**src/hw/rtl/led_wire_formatter_assert.svh**
```systemverilog
// Assertion macros, sampled on clk and disabled while rst_n is low.
`ifndef LED_WIRE_FORMATTER_ASSERT_SVH
`define LED_WIRE_FORMATTER_ASSERT_SVH

// Same-cycle implication.
`define LWF_ASSERT_IMP(lbl, ante, cons, msg) \
    lbl: assert property (@(posedge clk) disable iff (!rst_n) (ante) |-> (cons)) \
        else $error(msg);

// Next-cycle implication.
`define LWF_ASSERT_NXT(lbl, ante, cons, msg) \
    lbl: assert property (@(posedge clk) disable iff (!rst_n) (ante) |=> (cons)) \
        else $error(msg);

`endif

```
**src/hw/rtl/lwf_pkg.sv**
```systemverilog
`timescale 1ns / 1ps

package lwf_pkg;

    localparam int MAX_PIXELS_DEF  = 512;
    localparam int QUEUE_DEPTH_DEF = 2;
    localparam int START_LEN       = 4;
    localparam int TRAIL_BASE      = 4;
    localparam int TRAIL_SHIFT     = 4;
    localparam int LEN_W           = 3;

    localparam logic [1:0] FMT_PLAIN   = 2'd0;
    localparam logic [1:0] FMT_FRAMED  = 2'd1;
    localparam logic [1:0] FMT_FLIPDOT = 2'd2;

    localparam logic [2:0] ORD_RGB  = 3'd0;
    localparam logic [2:0] ORD_GRB  = 3'd1;
    localparam logic [2:0] ORD_BGR  = 3'd2;
    localparam logic [2:0] ORD_RGBW = 3'd3;
    localparam logic [2:0] ORD_GRBW = 3'd4;

    localparam logic CFG_WIRE_FORMAT = 1'b0;
    localparam logic CFG_COLOR_ORDER = 1'b1;

    localparam logic [7:0] START_BYTE = 8'h00;
    localparam logic [7:0] FILL_BYTE  = 8'hFF;
    localparam logic [7:0] HDR_BYTE   = 8'hE0;
    localparam logic [7:0] DOT_LIT    = 8'h00;
    localparam logic [7:0] DOT_DARK   = 8'hFF;

    typedef struct packed {
        logic [7:0] red;
        logic [7:0] green;
        logic [7:0] blue;
        logic [7:0] white;
        logic [4:0] brightness;
        logic       last_pixel;
    } pix_t;

    typedef struct packed {
        logic [7:0] wire_byte;
        logic       run_end;
        logic       frame_end;
    } wire_t;

    typedef struct packed {
        logic                  pre;
        logic [3:0][7:0]       body;
        logic [LEN_W-1:0]      body_len;
        logic                  trail;
        logic                  frame_last;
    } cmd_t;

    typedef enum logic [1:0] {
        PH_IDLE,
        PH_PRE,
        PH_BODY,
        PH_TRAIL
    } phase_t;

endpackage

```
**src/hw/rtl/led_wire_formatter.sv**
```systemverilog
`timescale 1ns / 1ps
// LED wire formatter: one pixel beat in on pix_*, wire byte beats out on wire_*.
// Both channels use valid/stall; a beat moves when valid is high and stall low.
// cfg_we with cfg_index selects wire_format (0) or color_order (1); write only
// while no frame bytes are outstanding.
// Per pixel: plain format gives 3 or 4 bytes, framed format 4 bytes plus four
// start bytes on the first pixel and (count+1)/16+4 fill bytes after the last,
// flipdot format one 3-byte group per three dots (or at the last pixel).
// run_end marks the last byte of a pixel, frame_end the last byte of a frame.
// A taken pixel beat goes into the command queue, then the command register,
// then the output register. The output sequencer gives one wire byte per cycle
// while wire_stall is low, start and fill bytes included.
// A 2-entry command queue decouples pixel intake from byte output; pixels
// keep flowing while a byte waits in the output register.
// Reset clears the frame state, the queue and both registers to plain RGB.
// When the receiver stalls, the output byte holds and the queue fills, after
// which pix_stall rises.
module led_wire_formatter
    import lwf_pkg::*;
#(
    parameter int MaxPixels  = MAX_PIXELS_DEF,
    parameter int QueueDepth = QUEUE_DEPTH_DEF
)
(
    input  logic       clk,
    input  logic       rst_n,
    input  logic       pix_valid,
    output logic       pix_stall,
    input  pix_t       pix_data,
    output logic       wire_valid,
    input  logic       wire_stall,
    output wire_t      wire_data,
    input  logic       cfg_we,
    input  logic       cfg_index,
    input  logic [2:0] cfg_data
);

    localparam int TrailW = $clog2(((MaxPixels + 1) >> TRAIL_SHIFT) + TRAIL_BASE + 1);
    localparam int QW     = $bits(cmd_t) + TrailW;

    logic              q_full, q_push, q_pop, q_valid;
    cmd_t              push_cmd, pop_cmd;
    logic [TrailW-1:0] push_trail, pop_trail;

    lwf_front #(
        .MaxPixels (MaxPixels),
        .TrailW    (TrailW)
    ) u_front (
        .clk         (clk),
        .rst_n       (rst_n),
        .pix_valid   (pix_valid),
        .pix_stall   (pix_stall),
        .pix_data    (pix_data),
        .cfg_we      (cfg_we),
        .cfg_index   (cfg_index),
        .cfg_data    (cfg_data),
        .q_full      (q_full),
        .q_push      (q_push),
        .q_cmd       (push_cmd),
        .q_trail_cnt (push_trail)
    );

    lwf_queue #(
        .Width (QW),
        .Depth (QueueDepth)
    ) u_queue (
        .clk       (clk),
        .rst_n     (rst_n),
        .push      (q_push),
        .push_data ({push_trail, push_cmd}),
        .full      (q_full),
        .pop       (q_pop),
        .pop_valid (q_valid),
        .pop_data  ({pop_trail, pop_cmd})
    );

    lwf_back #(
        .TrailW (TrailW)
    ) u_back (
        .clk         (clk),
        .rst_n       (rst_n),
        .q_valid     (q_valid),
        .q_cmd       (pop_cmd),
        .q_trail_cnt (pop_trail),
        .q_pop       (q_pop),
        .wire_valid  (wire_valid),
        .wire_stall  (wire_stall),
        .wire_data   (wire_data)
    );

endmodule

```
**src/hw/rtl/lwf_front.sv**
```systemverilog
`timescale 1ns / 1ps

module lwf_front
    import lwf_pkg::*;
#(
    parameter int MaxPixels = MAX_PIXELS_DEF,
    parameter int TrailW    = 6
)
(
    input  logic              clk,
    input  logic              rst_n,
    input  logic              pix_valid,
    output logic              pix_stall,
    input  pix_t              pix_data,
    input  logic              cfg_we,
    input  logic              cfg_index,
    input  logic [2:0]        cfg_data,
    input  logic              q_full,
    output logic              q_push,
    output cmd_t              q_cmd,
    output logic [TrailW-1:0] q_trail_cnt
);

    localparam int CountW = $clog2(MaxPixels + 1);

    logic [1:0]        wire_format_reg;
    logic [2:0]        color_order_reg;
    logic [CountW-1:0] pc_reg, pc_next, pc_inc;
    logic [1:0]        gp_reg, gp_next;
    logic [1:0]        held_reg, held_next;
    logic              accept, enq, first, lit, d0, d1, d2;
    logic [CountW:0]   pc_sum;

    always_ff @(posedge clk or negedge rst_n)
    begin
        if (!rst_n)
        begin
            wire_format_reg <= FMT_PLAIN;
            color_order_reg <= ORD_RGB;
        end
        else if (cfg_we)
        begin
            case (cfg_index)
                CFG_WIRE_FORMAT: wire_format_reg <= cfg_data[1:0];
                CFG_COLOR_ORDER: color_order_reg <= cfg_data;
                default: ;
            endcase
        end
    end

    always_ff @(posedge clk or negedge rst_n)
    begin
        if (!rst_n)
        begin
            pc_reg   <= '0;
            gp_reg   <= '0;
            held_reg <= '0;
        end
        else if (accept)
        begin
            pc_reg   <= pc_next;
            gp_reg   <= gp_next;
            held_reg <= held_next;
        end
    end

    assign pix_stall = q_full;
    assign accept    = pix_valid && !q_full;
    assign q_push    = accept && enq;

    always_comb
    begin
        first  = (pc_reg == '0);
        pc_inc = (pc_reg < CountW'(MaxPixels)) ? pc_reg + 1'b1 : pc_reg;
        pc_sum = {1'b0, pc_inc} + 1'b1;
        q_trail_cnt = TrailW'(pc_sum >> TRAIL_SHIFT) + TrailW'(TRAIL_BASE);
        lit = |{pix_data.red, pix_data.green, pix_data.blue, pix_data.white};
        d0 = 1'b0;
        d1 = 1'b0;
        d2 = 1'b0;

        pc_next   = pc_inc;
        gp_next   = gp_reg;
        held_next = held_reg;
        enq       = 1'b1;
        q_cmd.pre        = 1'b0;
        q_cmd.body       = '0;
        q_cmd.body_len   = LEN_W'(3);
        q_cmd.trail      = 1'b0;
        q_cmd.frame_last = pix_data.last_pixel;

        case (wire_format_reg)
            FMT_FRAMED:
            begin
                q_cmd.pre      = first;
                q_cmd.body[0]  = HDR_BYTE | {3'b000, pix_data.brightness};
                q_cmd.body_len = LEN_W'(4);
                q_cmd.trail    = pix_data.last_pixel;
                if (color_order_reg == ORD_BGR)
                begin
                    q_cmd.body[1] = pix_data.blue;
                    q_cmd.body[2] = pix_data.green;
                    q_cmd.body[3] = pix_data.red;
                end
                else
                begin
                    q_cmd.body[1] = pix_data.red;
                    q_cmd.body[2] = pix_data.green;
                    q_cmd.body[3] = pix_data.blue;
                end
            end
            FMT_FLIPDOT:
            begin
                if (gp_reg < 2'd2 && !pix_data.last_pixel)
                begin
                    enq       = 1'b0;
                    held_next = held_reg | (2'({1'b0, lit}) << gp_reg);
                    gp_next   = gp_reg + 1'b1;
                end
                else
                begin
                    case (gp_reg)
                        2'd0:
                        begin
                            d0 = lit;
                        end
                        2'd1:
                        begin
                            d0 = held_reg[0];
                            d1 = lit;
                        end
                        default:
                        begin
                            d0 = held_reg[0];
                            d1 = held_reg[1];
                            d2 = lit;
                        end
                    endcase
                    q_cmd.body[0] = d1 ? DOT_LIT : DOT_DARK;
                    q_cmd.body[1] = d0 ? DOT_LIT : DOT_DARK;
                    q_cmd.body[2] = d2 ? DOT_LIT : DOT_DARK;
                    gp_next   = '0;
                    held_next = '0;
                end
            end
            default:
            begin
                case (color_order_reg)
                    ORD_GRB, ORD_GRBW:
                    begin
                        q_cmd.body[0] = pix_data.green;
                        q_cmd.body[1] = pix_data.red;
                        q_cmd.body[2] = pix_data.blue;
                    end
                    ORD_BGR:
                    begin
                        q_cmd.body[0] = pix_data.blue;
                        q_cmd.body[1] = pix_data.green;
                        q_cmd.body[2] = pix_data.red;
                    end
                    default:
                    begin
                        q_cmd.body[0] = pix_data.red;
                        q_cmd.body[1] = pix_data.green;
                        q_cmd.body[2] = pix_data.blue;
                    end
                endcase
                if (color_order_reg == ORD_RGBW || color_order_reg == ORD_GRBW)
                begin
                    q_cmd.body[3]  = pix_data.white;
                    q_cmd.body_len = LEN_W'(4);
                end
            end
        endcase

        // end of frame: drop all per-frame state
        if (pix_data.last_pixel)
        begin
            pc_next   = '0;
            gp_next   = '0;
            held_next = '0;
        end
    end

endmodule

```
**src/hw/rtl/lwf_queue.sv**
```systemverilog
`timescale 1ns / 1ps

module lwf_queue
    import lwf_pkg::*;
#(
    parameter int Width = 8,
    parameter int Depth = QUEUE_DEPTH_DEF
)
(
    input  logic             clk,
    input  logic             rst_n,
    input  logic             push,
    input  logic [Width-1:0] push_data,
    output logic             full,
    input  logic             pop,
    output logic             pop_valid,
    output logic [Width-1:0] pop_data
);

    localparam int PtrW = (Depth > 1) ? $clog2(Depth) : 1;
    localparam int CntW = $clog2(Depth + 1);

    logic [Width-1:0] mem [Depth];
    logic [PtrW-1:0]  wr_ptr_reg, rd_ptr_reg;
    logic [CntW-1:0]  count_reg;

    assign full      = (count_reg == CntW'(Depth));
    assign pop_valid = (count_reg != '0);
    assign pop_data  = mem[rd_ptr_reg];

    always_ff @(posedge clk)
    begin
        if (push)
        begin
            mem[wr_ptr_reg] <= push_data;
        end
    end

    always_ff @(posedge clk or negedge rst_n)
    begin
        if (!rst_n)
        begin
            wr_ptr_reg <= '0;
            rd_ptr_reg <= '0;
            count_reg  <= '0;
        end
        else
        begin
            if (push)
            begin
                wr_ptr_reg <= (wr_ptr_reg == PtrW'(Depth - 1)) ? '0 : wr_ptr_reg + 1'b1;
            end
            if (pop)
            begin
                rd_ptr_reg <= (rd_ptr_reg == PtrW'(Depth - 1)) ? '0 : rd_ptr_reg + 1'b1;
            end
            if (push && !pop)
            begin
                count_reg <= count_reg + 1'b1;
            end
            else if (pop && !push)
            begin
                count_reg <= count_reg - 1'b1;
            end
        end
    end

endmodule

```
**src/hw/rtl/lwf_back.sv**
```systemverilog
`timescale 1ns / 1ps

module lwf_back
    import lwf_pkg::*;
#(
    parameter int TrailW = 6
)
(
    input  logic              clk,
    input  logic              rst_n,
    input  logic              q_valid,
    input  cmd_t              q_cmd,
    input  logic [TrailW-1:0] q_trail_cnt,
    output logic              q_pop,
    output logic              wire_valid,
    input  logic              wire_stall,
    output wire_t             wire_data
);

`include "led_wire_formatter_assert.svh"

    phase_t            state_reg, state_next;
    cmd_t              cmd_reg, cmd_next;
    logic [TrailW-1:0] trail_reg, trail_next;
    logic [TrailW-1:0] idx_reg, idx_next;
    logic              wire_valid_reg, wire_valid_next;
    wire_t             wire_reg, wire_next;
    logic              advance, emit, final_byte;
    logic [7:0]        cur_byte;

    always_ff @(posedge clk or negedge rst_n)
    begin
        if (!rst_n)
        begin
            state_reg      <= PH_IDLE;
            wire_valid_reg <= 1'b0;
        end
        else
        begin
            state_reg      <= state_next;
            wire_valid_reg <= wire_valid_next;
        end
    end

    always_ff @(posedge clk)
    begin
        cmd_reg   <= cmd_next;
        trail_reg <= trail_next;
        idx_reg   <= idx_next;
        wire_reg  <= wire_next;
    end

    assign wire_valid = wire_valid_reg;
    assign wire_data  = wire_reg;

    always_comb
    begin
        advance    = !wire_valid_reg || !wire_stall;
        cur_byte   = START_BYTE;
        final_byte = 1'b0;
        case (state_reg)
            PH_BODY:
            begin
                cur_byte   = cmd_reg.body[idx_reg[1:0]];
                final_byte = (idx_reg == TrailW'(cmd_reg.body_len - 1'b1)) && !cmd_reg.trail;
            end
            PH_TRAIL:
            begin
                cur_byte   = FILL_BYTE;
                final_byte = (idx_reg == trail_reg - 1'b1);
            end
            default: ;
        endcase
        emit  = advance && (state_reg != PH_IDLE);
        q_pop = q_valid && ((state_reg == PH_IDLE) || (emit && final_byte));

        state_next = state_reg;
        cmd_next   = cmd_reg;
        trail_next = trail_reg;
        idx_next   = idx_reg;
        if (emit)
        begin
            idx_next = idx_reg + 1'b1;
            case (state_reg)
                PH_PRE:
                begin
                    if (idx_reg == TrailW'(START_LEN - 1))
                    begin
                        state_next = PH_BODY;
                        idx_next   = '0;
                    end
                end
                PH_BODY:
                begin
                    if (idx_reg == TrailW'(cmd_reg.body_len - 1'b1))
                    begin
                        state_next = cmd_reg.trail ? PH_TRAIL : PH_IDLE;
                        idx_next   = '0;
                    end
                end
                PH_TRAIL:
                begin
                    if (final_byte)
                    begin
                        state_next = PH_IDLE;
                    end
                end
                default: ;
            endcase
        end
        if (q_pop)
        begin
            cmd_next   = q_cmd;
            trail_next = q_trail_cnt;
            idx_next   = '0;
            state_next = q_cmd.pre ? PH_PRE : PH_BODY;
        end

        wire_valid_next = wire_valid_reg;
        wire_next       = wire_reg;
        if (advance)
        begin
            wire_valid_next     = emit;
            wire_next.wire_byte = cur_byte;
            wire_next.run_end   = final_byte;
            wire_next.frame_end = final_byte && cmd_reg.frame_last;
        end
    end

    `LWF_ASSERT_IMP(a_frame_end_on_run_end, wire_valid_reg && wire_reg.frame_end,
        wire_reg.run_end, "frame end without run end")
    `LWF_ASSERT_IMP(a_pop_needs_entry, q_pop, q_valid, "pop from empty queue")
    `LWF_ASSERT_IMP(a_trail_in_range, state_reg == PH_TRAIL, idx_reg < trail_reg,
        "trailer index past its count")
    `LWF_ASSERT_NXT(a_idle_no_byte,
        state_reg == PH_IDLE && !q_valid && (!wire_valid_reg || !wire_stall),
        !wire_valid_reg, "byte produced while idle")

endmodule
```
**config.mk**
```make
export PLATFORM = sky130hd
export DESIGN_NAME = led_wire_formatter
export DESIGN_NICKNAME = d
export VERILOG_FILES = /design/src/hw/rtl/lwf_pkg.sv /design/src/hw/rtl/led_wire_formatter.sv /design/src/hw/rtl/lwf_front.sv /design/src/hw/rtl/lwf_queue.sv /design/src/hw/rtl/lwf_back.sv
export VERILOG_INCLUDE_DIRS = /design/src /design/src/hw/rtl
export SDC_FILE = /design/constraint.sdc
export NUM_CORES = 1
export LEC_CHECK = 0
export BUFFER_PORTS_ARGS = -buffer_cell sky130_fd_sc_hd__buf_4
export CAP_MARGIN = 0
export CORE_MARGIN = 2
export CORE_UTILIZATION = 50
export CTS_CLUSTER_DIAMETER = 200
export DETAILED_ROUTE_END_ITERATION = 10
export GPL_ROUTABILITY_DRIVEN = 0
export MAX_ROUTING_LAYER = met4
export PLACE_DENSITY_LB_ADDON = 0.25
export SLEW_MARGIN = 0
export SYNTH_ARGS = -nofsm -noshare
export SYNTH_HDL_FRONTEND = slang
export SYNTH_SLANG_ARGS = --single-unit
```
**constraint.sdc**
```tcl
create_clock -name clk -period 4.4 [get_ports clk]
set_input_delay 0.88 -clock clk [delete_from_list [all_inputs] [get_ports clk]]
set_output_delay 0.88 -clock clk [all_outputs]
set_load 0.01 [all_outputs]
```
==> metrics.txt <==
flop-to-flop setup slack between 1500 and 2000 ps; Cell Count Post-Placement roughly 850; Placed Area 8690 um2; max_cap viols 0; area delta synth->final 15.0%; via/cell ratio 5.74; critical path's largest stage delay 670 ps; core area around 16000 um2; share of the synthesized area in the top cell type 0.514; Comb pwr share 0.297; Non-Filler Instances 883; Seq/Total Area, Yosys 0.609; Distinct cells, synth 66; RSZ-0062 raised after global routing false; largest net degree at the start of global routing 51; NetSw 1900 uW; CTS Buf Count 17; Post-Synthesis Cells around 600; pwr/cell area 641 nW/um2; first-pass GRT wire length approximately 27000 um; max_slew headroom 0.303; r2r endpoint u_queue.mem[0][24]; CTS root buf clkbuf_16; sequential group share of total power 0.453; clock skew 10.9 ps; Post-CTS Setup Repair Bufs 0; global router's overall resource usage 0.216; DRT iter0 DRCs 392; startpoint types flip-flop; Static Leakage 0.00346 uW; post-DP HPWL 11800 um; First-pass DRT Iterations 7; count of buffers from port buffering 58; crit end category flip-flop; gr ovfl total 0; Commonest cells post-synth edfxtp_1, mux2_2, nand2_1, o21ai_0, dfrtp_1; critical path start-end classification flip-flop to flip-flop; Yosys top cell by area edfxtp_1; Worst path slowest cell nor2b_4; R2R cell count 5; Post-synth EDFFs 138; worst reg2reg startpoint u_queue.count_reg[0]; hold_buf cts 0; CP Max Fanout 23; initial antenna violation count 0; Worst Path Arrival ~2800 ps; switching part of the total 0.320; Req. time, crit path 4510 ps; syn_area_per_cell 13.4 um2; CP delay by family, top simple AND/OR/NAND/NOR gates; # diodes 0; Final Slew Violations 0; top post-synthesis cells by area edfxtp_1, dfrtp_1, mux2_2, mux2i_1, ha_1; share of layout cells above drive strength 1 0.252; clock network power share 0.250; FF/Latch Area 4910 um2; Critical path buffers and inverters 1; area of the multi-input gates 2930 um2; TNS Setup 0 ps; fin crit share 0.621; via count of the first global-routing pass 5029; status finished, final reports clean; Clk pin slew, worst setup/hold paths 70 ps; Int Power 4040 uW; WL/cell 18.9 um; Vias 5072; Worst-Skew Late Latency 430 ps; Setup crit end u_queue.mem[0][24]; Total Nets Final between 700 and 800; count leader, synth edfxtp_1; VDD IR-drop max 0.000356 V; post_cts resized 0; Routed Wire Length 16700 um; Synth Flop Type edfxtp_1; row count 46; final hold vios 0; Initial Utilization 0.510; Crit path depth 5; Fmax 366 MHz; final setup vio count 0; Post-synth ARST share 0.153; clk buf depth 2; Tmin final 2730 ps; chip height approximately 130 um; Fillers between 1000 and 1500; crit path cell chain nand2b_1 > nand2_1 > a21oi_1 > nor2b_4 > buf_4; syn_nets 664; # IOs between 50 and 60; Worst Setup SP u_queue.count_reg[0]; DRC 0; Tightest Hold Check Type primary input to async pin; die area 17200 um2; CTS tree built; antenna-violating nets left 0; Die X 131 um; CTS sink cnt 170; max FFs per register between 80 and 90; Syn. warnings 0; Slew @ Worst Pin 1050 ps; mapped cell area 8070 um2; synthesis-stage register bit count 170; design area between 9000 and 10000 um2; H-Tree Depth 4
area by class of cell:
type	count	share of cell area
repair buffers	62	0.0502
inverters	24	0.0111
multi-input cells	379	0.316
well taps	216	0.0291
flip-flops and latches	170	0.530
clock inverters	15	0.0174
clock buffers	17	0.0459
cells in the final DEF (no fill, tap or decap), drive strengths merged, types with 5 or more instances in the layout:
master and count:
edfxtp 138, buf 62, mux2 48, nand2 48
o21ai 31, inv 30, dfrtp 26, nor2 25
mux2i 24, a21oi 19, clkbuf 17, xor2 15
ha 15, nor4 14, nand3 12, xnor2 12
a21o 11, mux4 8, o221ai 8, o211ai 7
nand2b 6, dfxtp 6, nor2b 6, nor3 5
a22oi 5, clkinv 5
cells by family after synthesis:
logic type,synth area share
flip-flops,0.609
AO/OA/AOI/OAI,0.0955
buffers and inverters,0.0287
adder cells (fa/ha/maj),0.0233
XOR/XNOR,0.0293
AND/OR/NAND/NOR,0.0948
multiplexers,0.119
worst min-delay path by stage:
stage	start	to	slack, ps	depth (start not counted)
2_1_floorplan	u_queue.wr_ptr_reg	u_queue.wr_ptr_reg	460	1
3_3_place_gp	u_front.held_reg[0]	u_front.held_reg[0]	480	2
3_5_place_dp	u_front.held_reg[1]	u_front.held_reg[1]	490	2
4_1_cts	rst_n	u_back.state_reg[1]	370	1
5_1_grt	rst_n	u_front.pc_reg[6]	390	1
6_report	rst_n	u_queue.rd_ptr_reg	360	1
routing by layer:
layer / vias up / track usage / share of wire
met5: - / - / 0
met4: 0 / 0.0626 / 0.012
met3: 22 / 0.0493 / 0.049
met2: 153 / 0.318 / 0.46
met1: 2502 / 0.303 / 0.48
li1: 2395 / - / -
metrics by stage:
stage	power, uW	hold WS (ps)	utilization	worst slack [ps]
global placement	4410	483	0.549	1470
floorplan	3940	455	-	521
CTS	5990	373	0.586	1650
finish	5950	365	0.586	1670
global route	6260	391	0.586	1420
detailed placement	4490	494	0.549	1410
power by group through the flow:
stage	registers, uW	clock network (uW)	logic, uW
after global placement	2700	0	1710
after detailed placement	2730	0	1760
after floorplan	2610	0	1330
final	2690	1480	1770
after CTS	2700	1510	1780
after global routing	2750	1570	1940
Note: power is estimated with default switching activity, not from simulation.
